**src/sv/stt_pkg.sv**
```systemverilog
`timescale 1ns / 1ps
// ----------------------------------------------------------------------------
// stt_pkg: shared types and constants of the system tick timer
// Holds the counter geometry, the command and register address codes and
// the transaction structs passed between the top level and the timer core.
// ----------------------------------------------------------------------------
package stt_pkg;

  // Counter geometry
  localparam int CountWidth   = 24;
  localparam int PrescaleDiv  = 8;
  localparam int PrescaleW    = (PrescaleDiv > 2) ? $clog2(PrescaleDiv) : 1;
  localparam int DataWidth    = 24;
  localparam int FlagBit      = 16;

  // Item kinds
  typedef enum logic [1:0] {
    CMD_TICK  = 2'd0,
    CMD_READ  = 2'd1,
    CMD_WRITE = 2'd2
  } cmd_e;

  // Register map
  typedef enum logic [1:0] {
    ADDR_CTRL    = 2'd0,
    ADDR_RELOAD  = 2'd1,
    ADDR_COUNT   = 2'd2,
    ADDR_ELAPSED = 2'd3
  } addr_e;

  // Control register bit positions
  localparam int CtrlRunBit    = 0;
  localparam int CtrlIrqBit    = 1;
  localparam int CtrlDirectBit = 2;
  localparam int CtrlOneShotBit = 3;

  // One input item
  typedef struct packed {
    cmd_e                  cmd;
    addr_e                 reg_addr;
    logic [DataWidth-1:0]  write_data;
  } item_t;

  // One result item
  typedef struct packed {
    logic [DataWidth-1:0]  read_data;
    logic                  irq_pulse;
  } result_t;

endpackage

```
**src/sv/stt_core.sv**
```systemverilog
`timescale 1ns / 1ps
// ----------------------------------------------------------------------------
// stt_core: timer state and per-item update
// Holds the control bits, expiry flag, reload value, counter and prescaler,
// applies one item when fire_i is high and returns its result combinationally.
// ----------------------------------------------------------------------------
module stt_core
  import stt_pkg::*;
(
  input  logic    clk_i,
  input  logic    rst_ni,
  input  logic    fire_i,
  input  item_t   item_i,
  output result_t result_o
);

  logic                  run_q, run_d;
  logic                  irq_en_q, irq_en_d;
  logic                  direct_q, direct_d;
  logic                  one_shot_q, one_shot_d;
  logic                  flag_q, flag_d;
  logic [CountWidth-1:0] reload_q, reload_d;
  logic [CountWidth-1:0] count_q, count_d;
  logic [PrescaleW-1:0]  presc_q, presc_d;

  logic                  presc_wrap;
  logic                  count_edge;
  logic [31:0]           rd_wide;
  logic [CountWidth-1:0] data_fit;
  logic [CountWidth-1:0] elapsed;

  assign presc_wrap = (presc_q >= PrescaleW'(PrescaleDiv - 1));
  assign count_edge = direct_q || presc_wrap;
  assign data_fit   = CountWidth'({8'd0, item_i.write_data});
  assign elapsed    = reload_q - count_q;

  // Apply one item to the timer state
  always_comb begin
    run_d      = run_q;
    irq_en_d   = irq_en_q;
    direct_d   = direct_q;
    one_shot_d = one_shot_q;
    flag_d     = flag_q;
    reload_d   = reload_q;
    count_d    = count_q;
    presc_d    = presc_q;
    rd_wide    = 32'd0;
    result_o.irq_pulse = 1'b0;

    if (fire_i) begin
      case (item_i.cmd)
        CMD_TICK: begin
          if (run_q) begin
            if (!direct_q) begin
              presc_d = presc_wrap ? '0 : presc_q + PrescaleW'(1);
            end
            if (count_edge) begin
              if (count_q == '0) begin
                count_d = reload_q;
              end else begin
                count_d = count_q - CountWidth'(1);
                if (count_q == CountWidth'(1)) begin
                  flag_d = 1'b1;
                  result_o.irq_pulse = irq_en_q;
                  if (one_shot_q) begin
                    run_d      = 1'b0;
                    reload_d   = '0;
                    one_shot_d = 1'b0;
                  end
                end
              end
            end
          end
        end
        CMD_READ: begin
          unique case (item_i.reg_addr)
            ADDR_CTRL: begin
              rd_wide[CtrlRunBit]     = run_q;
              rd_wide[CtrlIrqBit]     = irq_en_q;
              rd_wide[CtrlDirectBit]  = direct_q;
              rd_wide[CtrlOneShotBit] = one_shot_q;
              rd_wide[FlagBit]        = flag_q;
              flag_d = 1'b0;
            end
            ADDR_RELOAD:  rd_wide = 32'(reload_q);
            ADDR_COUNT:   rd_wide = 32'(count_q);
            ADDR_ELAPSED: rd_wide = 32'(elapsed);
            default:      rd_wide = 32'd0;
          endcase
        end
        CMD_WRITE: begin
          unique case (item_i.reg_addr)
            ADDR_CTRL: begin
              run_d      = item_i.write_data[CtrlRunBit];
              irq_en_d   = item_i.write_data[CtrlIrqBit];
              direct_d   = item_i.write_data[CtrlDirectBit];
              one_shot_d = item_i.write_data[CtrlOneShotBit];
            end
            ADDR_RELOAD: reload_d = data_fit;
            ADDR_COUNT: begin
              count_d = '0;
              flag_d  = 1'b0;
            end
            default: ;
          endcase
        end
        default: ;
      endcase
    end
    result_o.read_data = rd_wide[DataWidth-1:0];
  end

  // Hold timer state
  always_ff @(posedge clk_i or negedge rst_ni) begin
    if (!rst_ni) begin
      run_q      <= 1'b0;
      irq_en_q   <= 1'b0;
      direct_q   <= 1'b0;
      one_shot_q <= 1'b0;
      flag_q     <= 1'b0;
      reload_q   <= '0;
      count_q    <= '0;
      presc_q    <= '0;
    end else begin
      run_q      <= run_d;
      irq_en_q   <= irq_en_d;
      direct_q   <= direct_d;
      one_shot_q <= one_shot_d;
      flag_q     <= flag_d;
      reload_q   <= reload_d;
      count_q    <= count_d;
      presc_q    <= presc_d;
    end
  end

endmodule

```
**src/sv/system_tick_timer.sv**
```systemverilog
`timescale 1ns / 1ps
// ----------------------------------------------------------------------------
// system_tick_timer: down-counting tick timer with a four-register bus view
// Usage:
//   The slave stream carries one transaction per item: a clock tick, a
//   register read or a register write, selected by tuser. The master stream
//   returns exactly one transaction per item with the read value (zero for
//   ticks and writes) and the interrupt pulse flag.
//   Path: an accepted item is held in the input register; the state update
//   then writes its result into the result register, from which it is
//   presented on the master stream.
//   Throughput: one item per cycle while m_axis_tready holds high; the state
//   update is a single compare, decrement and select between both registers.
//   Stall: when the master side holds tready low, the result register holds
//   and the input register still takes one more item; tready on the slave
//   side drops only when both registers are full.
//   Reset: clears all control bits, the flag, reload value, counter, prescaler
//   and the valid bits of both stream registers; no item is pending afterwards.
// ----------------------------------------------------------------------------
module system_tick_timer
  import stt_pkg::*;
(
  input  logic        clk_i,
  input  logic        rst_ni,
  input  logic        s_axis_tvalid,
  output logic        s_axis_tready,
  input  logic [31:0] s_axis_tdata,  // [1:0] reg_addr, [25:2] write_data, rest zero
  input  logic [1:0]  s_axis_tuser,  // [1:0] cmd
  output logic        m_axis_tvalid,
  input  logic        m_axis_tready,
  output logic [31:0] m_axis_tdata   // [23:0] read_data, [24] irq_pulse, rest zero
);

  logic    in_valid_q;
  item_t   in_item_q;
  logic    out_valid_q;
  result_t out_res_q;
  result_t core_res;
  logic    advance;
  logic    fire;

  assign advance       = !out_valid_q || m_axis_tready;
  assign fire          = in_valid_q && advance;
  assign s_axis_tready = !in_valid_q || advance;

  // Capture the incoming transaction
  always_ff @(posedge clk_i or negedge rst_ni) begin
    if (!rst_ni) begin
      in_valid_q <= 1'b0;
    end else if (s_axis_tready) begin
      in_valid_q <= s_axis_tvalid;
    end
  end

  always_ff @(posedge clk_i) begin
    if (s_axis_tready && s_axis_tvalid) begin
      in_item_q.cmd        <= cmd_e'(s_axis_tuser);
      in_item_q.reg_addr   <= addr_e'(s_axis_tdata[1:0]);
      in_item_q.write_data <= s_axis_tdata[DataWidth+1:2];
    end
  end

  stt_core u_core (
    .clk_i    (clk_i),
    .rst_ni   (rst_ni),
    .fire_i   (fire),
    .item_i   (in_item_q),
    .result_o (core_res)
  );

  // Hold the result until the master side takes it
  always_ff @(posedge clk_i or negedge rst_ni) begin
    if (!rst_ni) begin
      out_valid_q <= 1'b0;
    end else if (advance) begin
      out_valid_q <= in_valid_q;
    end
  end

  always_ff @(posedge clk_i) begin
    if (fire) begin
      out_res_q <= core_res;
    end
  end

  assign m_axis_tvalid = out_valid_q;
  assign m_axis_tdata  = {7'd0, out_res_q.irq_pulse, out_res_q.read_data};

endmodule

```
**config.mk**
```make
export PLATFORM = sky130hd
export DESIGN_NAME = system_tick_timer
export DESIGN_NICKNAME = d
export VERILOG_FILES = /design/src/sv/stt_pkg.sv /design/src/sv/stt_core.sv /design/src/sv/system_tick_timer.sv
export SDC_FILE = /design/constraint.sdc
export NUM_CORES = 1
export LEC_CHECK = 0
export BUFFER_PORTS_ARGS = -buffer_cell sky130_fd_sc_hd__buf_2
export CORE_AREA = 2 2 143 145
export DETAILED_ROUTE_END_ITERATION = 7
export DIE_AREA = 0 0 145 147
export HOLD_SLACK_MARGIN = 0.1
export PLACE_DENSITY = 0.52
export SYNTH_ARGS = -nofsm -noshare
export SYNTH_HDL_FRONTEND = slang
export SYNTH_HIERARCHICAL = 1
export SYNTH_SLANG_ARGS = --single-unit
```
**constraint.sdc**
```tcl
create_clock -name clk_i -period 2.95 [get_ports clk_i]
set_clock_uncertainty 0.2 [all_clocks]
set_input_delay 0.1475 -clock clk_i [delete_from_list [all_inputs] [get_ports clk_i]]
set_output_delay 0.1475 -clock clk_i [all_outputs]
set_load 0.01 [all_outputs]
```
# Word-level counts from Yosys, hierarchy flattened

Index checks and enable logic that the tools add are counted.

$lt $le $gt $ge: 1
Add/subtract/negate cells: 3
Eq/ne operators: 15
Bitwise gates (word level): 5
Multiplexer cells: 37
Reduce and logical (&&, ||, !) cells: 20

Operator list:

| operator              | number |
|---|---|
| $mux 24               | 10 |
| $pmux 24 s2           | 2 |
| $pmux 12 s3           | 1 |
| $eq 24x1->1 const B   | 1 |
| $logic_not 24->1      | 1 |
| $sub 24x1->24 const B | 1 |
| $sub 24x24->24        | 1 |
| $pmux 7 s3            | 1 |
| $mux 1                | 17 |
| $pmux 4 s4            | 1 |
| $reduce_and 8->1      | 2 |
| $ne 2x1->1 const B    | 6 |
| $reduce_and 7->1      | 1 |
| $eq 2x2->1 const B    | 3 |
| $ne 2x2->1 const B    | 3 |
| $reduce_and 3->1      | 2 |
| $not 1->1             | 5 |
| $reduce_and 5->1      | 1 |
| $reduce_or 5->1       | 1 |
| $eq 2x1->1 const B    | 2 |
| $logic_not 2->1       | 2 |
| $pmux 1 s2            | 2 |
| $pmux 1 s4            | 1 |
| $reduce_and 4->1      | 1 |
| 9 further kinds       | 13 |

Bits in registers: 111
Input bits: 38
Output and inout port bits: 34
Logic and storage cells: 96

# Logic depth before layout (Yosys ltp)

Gate-level depths: netlist of run 1.

Depth after elaboration: 6
Depth in mapped cells: 12
Depth with buffers taken out: 12

# Hierarchy

The synthesis of run 1 kept the hierarchy.

Modules (own cells, without submodules):

| module            | area each (um^2) | sequential area each (um^2) | cells an instance | instances |
|---|---|---|---|---|
| stt_core          | 5049.8           | 1401.3                      | 642               | 1 |
| system_tick_timer | 1751.7           | 1641.6                      | 69                | 1 |

# Least setup slack after synthesis of run 1

OpenSTA, ideal clock, no wires.

Path kind: reg2reg
Start point: reg u_core.count_q[4]
End point: reg out_res_q, in the netlist m_axis_tdata[16], data pin
Library setup time: 269 ps
Data arrival time: 2519 ps
Stages on the path, launching flop included: 11
Path slack: -38 ps
Path through: dfrtp_1 -> inv_1 -> ha_1 -> a2111oi_0 -> o21ai_0 -> a2111o_1 -> a31oi_1 -> nor2_1 -> a211oi_1 -> xor2_1 -> o22ai_1

Cells in the longest elaborated chain, start to end: 2

Ends and longest elaborated chain:

| element                | RTL line                | text |
|---|---|---|
| start, declared        | stt_core.sv:23          | `logic [CountWidth-1:0] count_q, count_d;` |
| start signal, assigned | stt_core.sv:131         | `count_q <= count_d;` |
| $sub 24x24->24         | stt_core.sv:35          | `assign elapsed = reload_q - count_q;` |
| $pmux 1 s4             | stt_core.sv:76          | `unique case (item_i.reg_addr)` |
| end signal, assigned   | system_tick_timer.sv:82 | `out_res_q <= core_res;` |
| end, declared          | system_tick_timer.sv:37 | `result_t out_res_q;` |

No other way between the ends.
A chain may end at the register's enable or synchronous reset.

# Final worst setup path of run 1

Start point: reg u_core.reload_q[0]
End point: reg out_res_q, in the netlist m_axis_tdata[16], data pin

Cells in the longest elaborated chain, start to end: 2

Ends and longest elaborated chain:

| element                | RTL line        | text |
|---|---|---|
| start, declared        | stt_core.sv:22  | `logic [CountWidth-1:0] reload_q, reload_d;` |
| start signal, assigned | stt_core.sv:130 | `reload_q <= reload_d;` |
| $sub 24x24->24         | stt_core.sv:35  |  |
| $pmux 1 s4             | stt_core.sv:76  |  |

No other way between the ends.

==> flow_metrics.py, run 1 <==
metrics = {
    "synthesis": {
        "synth_edf_count": 53,
        "ys_async_sr_fraction_pct": 52.3,
        "synthCells": 711,
        "synth_area_um2": 6800,
        "yosysUniqueCellTypes": 71,
        "synth.avg_cell_area_um2": 9.57,
        "ys_seq_area_share_pct": 44.7,
        "ys_seq_elements": 111,
        "ys_dominant_reg_cell": "dfrtp_1",
        "yosysWarnings": 6,
    },
    "die": {
        "num_io_pins": 72,
        "die_x_um": 145,
        "dieArea_um2": 21300,
        "initial_core_util_pct": 34.3,
        "die_h_um": 147,
        "core_area_um2": 19800,
        "rows": 52,
    },
    "worst_setup_path": {
        "worstSetupPathType": "reg -> reg",
        "crit_buf_inv": 2,
        "slowest_delay_ps": 420,
        "critPathRequiredTime_ps": 2850,
        "crit_chain": "inv_2 -> ha_4 -> inv_2 -> fa_2 -> a21oi_4 -> o21ai_4 -> a2111o_1 -> a31oi_2 -> nor2_1 -> a211oi_2 -> xor2_1 -> o22ai_1",
        "cp_num_cells": 12,
        "reg2reg_to": "m_axis_tdata[16]$_DFFE_PP_",
        "rrSetupSlack_ps": 70,
        "crit-reg2reg-launch": "u_core/reload_q[0]$_DFFE_PN0P_",
        "cpMaxStageDelayCell": "fa_2",
        "path_max_fanout": 2,
        "start_kind": "flop",
        "crit_arrival_ps": 2780,
        "crit_start": "u_core/reload_q[0]$_DFFE_PN0P_",
        "end_kind": "flop",
        "reg2reg_depth": 12,
        "path_common_cell": "inv_2",
        "cp-endpoint": "m_axis_tdata[16]$_DFFE_PP_",
        "path_delay_family": "compound AO/OA/AOI/OAI gates",
    },
    "flow_run": {
        "maxCapViolCount": 0,
    },
    "pwr": {
        "p_seq_share_pct": 26.3,
        "powerDensity_nw_per_um2": 885,
        "intPower_w": 0.00450,
        "peakVddDrop_mv": 0.433,
        "pwr-share-clk_pct": 17.5,
        "p_leak_nw": 3.85,
        "p_comb_share_pct": 56.2,
        "p_switching_w": 0.00315,
        "sw_frac_of_total_pct": 41.2,
    },
    "finish": {
        "post-route-cell-area_um2": 8640,
        "antenna-diode-count": 0,
        "syn_to_final_growth_pct": 27.0,
        "postLayoutCoreUtil_pct": 43.5,
        "fin_nets": 937,
        "fill_cells": 1948,
        "drive_gt1_share_pct": 23.5,
    },
    "sta": {
        "worstMarginPinSlew_ps": 788,
        "rsz0062_at_grt": "yes",
        "fmax_mhz": 347,
        "setup_viol": 0,
        "maxSlewHeadroom_pct": 47.5,
        "fin_hold_ws_ps": 289,
        "slew_violations": 0,
        "final.setup.worst_slack_ps": 65.8,
        "fin_crit_sh_pct": 97.8,
        "period_needed_ps": 2880,
        "hold_viol": 0,
    },
    "clock_tree": {
        "clk_pin_slew_ps": 80,
        "cts_root_buffer": "clkbuf_16",
        "h-tree-depth": 3,
        "insertion_delay_ps": 360,
        "cts_made_buffers": 9,
        "cts_tree": "built",
        "clock_sinks": 111,
        "cts_buffer_depth": 2,
    },
    "grt": {
        "track_usage_pct": 18.1,
        "grt_max_degree": 59,
        "overflow": 0,
        "grt_pass1_vias": 5677,
        "antenna_found_initial": 1,
        "grt_pass1_wl_mm": 30.4,
    },
    "place": {
        "hpwl_mm": 14.1,
        "numPortBuffers": 58,
        "placed_area_um2": 7820,
        "place.gp.congestion": 0.889,
        "preCtsSetupSlack_ps": -288,
    },
    "drt": {
        "vias_per_cell": 5.07,
        "finalWirelength_mm": 18.8,
        "drc_errors": 0,
        "num_vias": 5784,
        "drt-pass1-iter-count": 5,
        "ant_nets": 0,
        "first_iter_violations": 346,
        "avgRoutedWirePerCell_um": 16.5,
    },
    "status": {
        "status": "finished clean",
    },
    "min_path": {
        "hold_depth": 2,
        "hold_class": "in -> reg",
    },
}
==> how the worst min path moves through the flow <==
stage,to,start
after global routing,in_item_q[3]$_DFFE_PP_,s_axis_tdata[5]
final,in_item_q[3]$_DFFE_PP_,s_axis_tdata[5]
after CTS,in_item_q[0]$_DFFE_PP_,s_axis_tdata[2]
after floorplan,in_valid_q$_DFFE_PN0P_,rst_ni
after global placement,in_item_q[16]$_DFFE_PP_,s_axis_tdata[18]
after detailed placement,in_item_q[16]$_DFFE_PP_,s_axis_tdata[18]
==> per-stage QoR <==
step / cells / total power, W / setup TNS, ps
after detailed placement: 1089 / 0.00603 / -1080
after global placement: 1089 / 0.00604 / -761
final: 1141 / 0.00765 / 0
after global routing: 1141 / 0.00827 / -27.0
after CTS: 1138 / 0.00750 / -48.6
after floorplan: 717 / 0.00477 / 0
==> cell usage after synthesis, drive strengths merged, types with 3 or more instances <==
master	number	share of area [%]
a21o	10	1.1
dfrtp	58	21
a211oi	4	0.44
nand3b	4	0.63
nor2	43	2.4
a31oi	11	1.0
mux4	3	0.99
o21ai	63	4.6
edfxtp	53	23
nand4	4	0.59
nor3	33	2.4
ha	32	5.9
inv	58	3.2
nand3	8	0.77
o22ai	10	0.92
nor4b	3	0.39
xor2	9	1.2
and2	9	0.86
mux2i	30	4.4
nor4	6	0.77
o211ai	3	0.33
xnor2	8	1.0
a22oi	9	0.99
buf	17	2.3
or3	6	0.70
o21bai	6	0.66
and3	8	0.75
a21oi	63	4.6
nand2	74	4.2
a22o	3	0.39
nand2b	9	0.83
mux2	4	0.72
clkbuf	19	1.2
nor2b	5	0.46
==> cell usage in the layout (no fill, tap or decap), types with 4 or more instances in the layout <==
cell	synthesis	routed
clkbuf_16	0	9
nand2_1	71	70
xnor2_1	8	8
edfxtp_1	53	53
and3_1	7	7
dlygate4sd3_1	2	32
o22ai_1	10	10
mux2i_1	30	30
clkinv_4	0	4
buf_2	1	58
dfrtp_1	58	58
o21ai_0	61	55
o21ai_1	2	6
a22oi_1	9	9
inv_1	58	55
o21bai_1	6	5
nor4_1	5	5
a21oi_1	63	60
xor2_1	9	9
nand2b_1	9	9
nor2b_1	5	5
ha_1	32	30
buf_4	7	85
or3_1	4	4
and2_1	8	8
nand2_2	3	4
a31oi_1	11	10
a21o_1	10	10
nand3_1	7	7
nor3_1	33	30
nor2_1	43	43
conb_1	1	7
==> power by group through the flow <==
stage / combinational, W / sequential, W / clock (W)
after floorplan: 0.00276 / 0.00201 / 0
after global placement: 0.00401 / 0.00203 / 0
after detailed placement: 0.00400 / 0.00203 / 0
after CTS: 0.00412 / 0.00200 / 0.00138
after global routing: 0.00480 / 0.00203 / 0.00145
final: 0.00430 / 0.00201 / 0.00134
==> routing by layer <==
layer  vias up  routed length (um)  part of all wire, %  GRT usage, %
li1       2866                   -                    -             -
met1      2764                8960                   48          25.1
met2       124                8570                   46          28.7
met3        28                 766                  4.1          2.80
met4         2                 478                  2.5          6.58
met5         -                  11                0.059             0
==> timing repair <==
item,in CTS,in global routing
buffers inserted,1,3
hold buffers,32,0
resized for setup,10,26
endpoints found under the setup margin,10,25
endpoints found under the hold margin,88,0
pin swaps,4,14
==> final cells by class <==
type / count / area (um2) / area share (%)
inverters: 58 / 218 / 2.52
flip-flops and latches: 111 / 3040 / 35.2
repair buffers: 176 / 1260 / 14.6
clock inverters: 6 / 95.1 / 1.10
well taps: 270 / 338 / 3.91
clock buffers: 10 / 229 / 2.65
multi-input cells: 510 / 3460 / 40.0
==> cells by family (layout without fill, tap and decap cells) <==
logic type / Yosys count / after routing / synth area share, %
other cells: 1 / 7 / 0.0551
xor+xnor: 17 / 17 / 2.19
mux: 37 / 37 / 6.13
flops: 111 / 111 / 44.7
compound gates: 202 / 202 / 17.8
fa+ha+maj: 33 / 33 / 6.18
buf+inv: 96 / 250 / 6.95
simple gates: 214 / 214 / 16.0
==> state kept, by name (all words and copies together) (netlist names), 3 cells and up <==
register         count
u_core/reload_q     24
u_core/presc_q       3
u_core/count_q      24
in_item_q           28
m_axis_tdata        25
Note: power is estimated with default switching activity, not from simulation.
==> inputs of run 2 (changes only) <==
Settings changed: PLACE_DENSITY 0.52 to not set.
==> flow_metrics.py, run 2 (synthesis gave the netlist of run 1 again) <==
metrics = {
    "status": {
        "status": "finished clean",
    },
    "finish": {
        "fin_nets": 926,
        "layout_commonest_cell": "buf_4",
        "antenna-diode-count": 0,
        "layout.cells.non_filler": 1130,
        "largest_reg_flops": 28,
        "final_cell_mix": "73 x buf_4, 70 x nand2_1, 61 x a21oi_1",
        "regMostFlops": "in_item_q",
        "drive_gt1_share_pct": 21.6,
        "syn_to_final_growth_pct": 25.2,
    },
    "sta": {
        "fin_crit_sh_pct": 97.9,
        "fin_hold_ws_ps": 132,
        "rsz0062_at_grt": "yes",
        "maxSlewHeadroom_pct": 38.2,
        "setup_tns_ps": 0,
        "hold_viol": 0,
        "period_needed_ps": 2890,
        "slew_violations": 0,
        "setup_viol": 0,
        "worstMarginPinSlew_ps": 926,
        "final.setup.worst_slack_ps": 60.8,
        "fmax_mhz": 346,
    },
    "place": {
        "place_inst": 1080,
        "preCtsSetupSlack_ps": -300,
        "hpwl_mm": 13.8,
        "numPortBuffers": 58,
        "place.gp.congestion": 0.908,
    },
    "drt": {
        "drc_errors": 0,
        "num_vias": 5813,
        "first_iter_violations": 419,
        "drt-pass1-iter-count": 5,
        "ant_nets": 0,
        "finalWirelength_mm": 18.2,
        "vias_per_cell": 5.14,
        "avgRoutedWirePerCell_um": 16.1,
    },
    "clock_tree": {
        "insertion_delay_ps": 360,
        "h-tree-depth": 3,
        "clock_sinks": 111,
        "cts_made_buffers": 9,
        "cts_root_buffer": "clkbuf_16",
        "clk_pin_slew_ps": 70,
        "cts_buffer_depth": 2,
        "cts_tree": "built",
    },
    "grt": {
        "grt_pass1_vias": 5657,
        "grt_max_degree": 59,
        "overflow": 0,
        "grt_pass1_wl_mm": 29.5,
        "antenna_found_initial": 0,
        "track_usage_pct": 17.4,
    },
    "die": {
        "core_area_um2": 19800,
        "die_x_um": 145,
        "initial_core_util_pct": 34.3,
        "rows": 52,
        "die_h_um": 147,
        "dieArea_um2": 21300,
        "num_io_pins": 72,
    },
    "worst_setup_path": {
        "end_kind": "flop",
        "crit_start": "u_core/reload_q[0]$_DFFE_PN0P_",
        "crit_arrival_ps": 2780,
        "path_max_fanout": 2,
        "critPathRequiredTime_ps": 2840,
        "crit-reg2reg-launch": "u_core/reload_q[0]$_DFFE_PN0P_",
        "start_kind": "flop",
        "cpMaxStageDelayCell": "a2111o_1",
        "crit_chain": "inv_2 -> ha_1 -> inv_1 -> fa_2 -> a21oi_4 -> o21ai_2 -> a2111o_1 -> a31oi_2 -> nor2_1 -> a211oi_2 -> xor2_1 -> o22ai_1",
        "worstSetupPathType": "reg -> reg",
        "slowest_delay_ps": 430,
    },
    "pwr": {
        "p_leak_nw": 3.80,
        "powerDensity_nw_per_um2": 882,
        "p_total_w": 0.00751,
        "peakVddDrop_mv": 0.501,
    },
    "min_path": {
        "hold_class": "in -> async",
    },
    "flow_run": {
        "maxCapViolCount": 0,
    },
}
## run 2: changes by cell type in the layout (fill, tap and decap cells not counted), sizes merged
cell      before  now
clkbuf        10   12
clkinvlp       0    1
buf          144  133
clkinv         4    1
## run 2: path summary, 6_finish.rpt
path / endpoint / slack (ps) / cells after the start
setup / recovery: m_axis_tdata[16]$_DFFE_PP_ / 60 / 12
hold / removal: m_axis_tvalid$_DFFE_PN0P_ / 130 / 3
setup reg to reg: m_axis_tdata[16]$_DFFE_PP_ / 60 / 12
hold reg to reg: u_core/reload_q[20]$_DFFE_PN0P_ / 320 / 2
max in group asynchronous: u_core/count_q[5]$_DFFE_PN0P_ / 2150 / 3
min in group clk_i: in_item_q[17]$_DFFE_PP_ / 300 / 2
## run 2: per-layer routing
| metal | vias to the layer above | GRT usage, % | part of all wire (%) |
|---|---|---|---|
| met2 | 201 | 26.3 | 44 |
| met4 | 0 | 7.13 | 2.8 |
| met1 | 2733 | 24.5 | 46 |
| met3 | 33 | 3.39 | 6.5 |
| met5 | - | 0 | 0 |
| li1 | 2846 | - | - |
## run 2: what timing repair did
action                                  4_1_cts  5_1_grt
resized for setup                            13        5
pin swaps                                     6        4
endpoints found under the hold margin        88        0
buffers inserted                              0        2
endpoints found under the setup margin        6       11
hold buffers                                 32        0
## run 2: final cells by class
type	instances	area, um2
Clock inverter	4	76.3
Tap cell	270	338
Multi-Input combinational cell	510	3380
Inverter	58	218
Fill cell	1957	11300
Timing Repair Buffer	165	1200
Clock buffer	12	267
Sequential cell	111	3040
## run 2: stage by stage
| step | instance area, um2 | util [%] |
|---|---|---|
| floorplan | 6830 | - |
| global placement | 7780 | 39.2 |
| detailed placement | 7780 | 39.2 |
| CTS | 8480 | 42.7 |
| global route | 8520 | 42.9 |
| finish | 8520 | 42.9 |
## run 2: critical path, delay by kind of cell (launching register included)
family                     cells  cell delay [ps]
xor gates and xnor gates       1              170
DFF                            1              390
AOI/OAI and AO/OA              6             1140
buffers and inverters          2              120
adders and majority gates      2              520
and+or+nand+nor                1               70
## run 2: report_power, final
group          switching (W)  internal (W)  total, W
combinational        0.00232       0.00179   0.00411
sequential          0.000183       0.00183   0.00201
clock               0.000569      0.000816   0.00139
==> inputs of run 3 (changes only) <==
Clock period 2.95 ns to 3 ns, I/O delays scaled along.
==> flow_metrics.py, run 3 (synthesis gave the netlist of run 1 again) <==
metrics = {
    "drt": {
        "drc_errors": 0,
        "drt-pass1-iter-count": 5,
        "num_vias": 5749,
        "first_iter_violations": 446,
        "vias_per_cell": 5.11,
        "avgRoutedWirePerCell_um": 16.2,
        "finalWirelength_mm": 18.2,
        "ant_nets": 0,
    },
    "pwr": {
        "intPower_w": 0.00412,
        "powerDensity_nw_per_um2": 850,
        "p_switching_w": 0.00304,
        "sw_frac_of_total_pct": 42.5,
        "pwr-share-clk_pct": 16.0,
        "peakVddDrop_mv": 0.405,
        "p_comb_share_pct": 56.3,
        "p_seq_share_pct": 27.7,
        "p_leak_nw": 3.74,
    },
    "die": {
        "initial_core_util_pct": 34.3,
        "num_io_pins": 72,
        "dieArea_um2": 21300,
        "core_area_um2": 19800,
        "die_h_um": 147,
        "rows": 52,
        "die_x_um": 145,
    },
    "clock_tree": {
        "cts_made_buffers": 9,
        "cts_buffer_depth": 2,
        "h-tree-depth": 3,
        "clock_sinks": 111,
        "cts_tree": "built",
        "insertion_delay_ps": 360,
        "clk_pin_slew_ps": 80,
        "cts_root_buffer": "clkbuf_16",
    },
    "place": {
        "numPortBuffers": 58,
        "hpwl_mm": 13.6,
        "place_inst": 1072,
        "place.gp.congestion": 0.909,
    },
    "finish": {
        "layout_commonest_cell": "nand2_1",
        "fin_nets": 920,
        "final_cell_mix": "70 x nand2_1, 68 x buf_4, 61 x a21oi_1",
        "multi_input_area_um2": 3420,
        "regMostFlops": "in_item_q",
        "postLayoutCoreUtil_pct": 42.5,
        "antenna-diode-count": 0,
        "drive_gt1_share_pct": 21.3,
        "largest_reg_flops": 28,
        "syn_to_final_growth_pct": 23.9,
        "fill_cells": 1956,
        "layout.cells.non_filler": 1124,
        "ff_latch_area_um2": 3040,
    },
    "grt": {
        "antenna_found_initial": 0,
        "grt_pass1_wl_mm": 29.5,
        "grt_max_degree": 32,
        "overflow": 0,
        "grt_pass1_vias": 5531,
        "track_usage_pct": 17.4,
    },
    "sta": {
        "worstMarginPinSlew_ps": 863,
        "fin_hold_ws_ps": 150,
        "period_needed_ps": 2870,
        "hold_viol": 0,
        "rsz0062_at_grt": "yes",
        "fin_crit_sh_pct": 95.8,
        "fmax_mhz": 348,
        "setup_viol": 0,
        "slew_violations": 0,
        "maxSlewHeadroom_pct": 42.4,
    },
    "worst_setup_path": {
        "crit_arrival_ps": 2760,
        "worstSetupPathType": "reg -> reg",
        "reg2reg_depth": 9,
        "crit-reg2reg-launch": "u_core/reload_q[2]$_DFFE_PN0P_",
        "crit_start": "u_core/reload_q[2]$_DFFE_PN0P_",
        "critPathRequiredTime_ps": 2880,
        "path_max_fanout": 5,
        "end_kind": "flop",
        "reg2reg_to": "m_axis_tdata[19]$_DFFE_PP_",
        "start_kind": "flop",
        "rrSetupSlack_ps": 130,
    },
    "min_path": {
        "hold_class": "in -> async",
    },
    "flow_run": {
        "maxCapViolCount": 0,
    },
    "status": {
        "status": "finished clean",
    },
}
## run 3: cell types whose count changed in the layout (fill, tap and decap cells not counted), sizes merged
cell	change
buf	-6
inv	+3
bufinv	-2
clkbuf	-2
clkinv	+1
## run 3: power by group through the flow
stage               combinational (W)  sequential, W  clock, W
detailed placement            0.00376        0.00201         0
global placement              0.00373        0.00201         0
floorplan                     0.00270        0.00198         0
CTS                           0.00387        0.00198   0.00117
global route                  0.00445        0.00201   0.00124
finish                        0.00403        0.00199   0.00114
## run 3: metrics by stage
stage	setup slack (ps)	TNS (ps)	power [W]	area [um2]
3_5_place_dp	-241	-515	0.00577	7700
3_3_place_gp	-215	-388	0.00574	7700
4_1_cts	13.6	0	0.00702	8330
6_report	127	0	0.00716	8430
5_1_grt	-20.2	-20.2	0.00770	8430
2_1_floorplan	12.5	0	0.00467	6820
## run 3: per-layer routing
layer | share of wire [%] | global-route usage (%)
met5 | 0 | 0
met3 | 5.5 | 2.67
met1 | 47 | 24.5
met2 | 45 | 27.0
met4 | 2.8 | 6.88
## run 3: cell type report
type / instances / area share (%)
clock buffers: 10 / 2.72
clock inverters: 6 / 0.490
inverters: 58 / 2.58
multi-input cells: 510 / 40.5
flip-flops and latches: 111 / 36.1
well taps: 270 / 4.01
repair buffers: 159 / 13.5
## run 3: how the worst max path moves through the flow
stage	to	slack, ps	cells past startpoint
after CTS	m_axis_tdata[22]$_DFFE_PP_	10	12
after global placement	m_axis_tdata[16]$_DFFE_PP_	-220	12
after detailed placement	m_axis_tdata[16]$_DFFE_PP_	-240	12
after global routing	m_axis_tdata[16]$_DFFE_PP_	-20	12
final	m_axis_tdata[19]$_DFFE_PP_	130	9
after floorplan	m_axis_tdata[16]$_DFFE_PP_	10	10
## run 3: repair_timing
item                       CTS  global route
hold buffers                32             0
setup endpoints to repair    4             9
pin swaps                    6            11
resized for setup            8            19
hold endpoints to repair    88             0
setup buffers                2             3
## run 3: critical path, stage by stage, from the launching register on
cell and delay, ps:
dfrtp_1 390, ha_1 390, nor2_1 230, a211oi_4 90, o41a_1 500, o21bai_2 230, a21oi_2 120, a31oi_1 200
xor2_1 160, o22ai_1 100
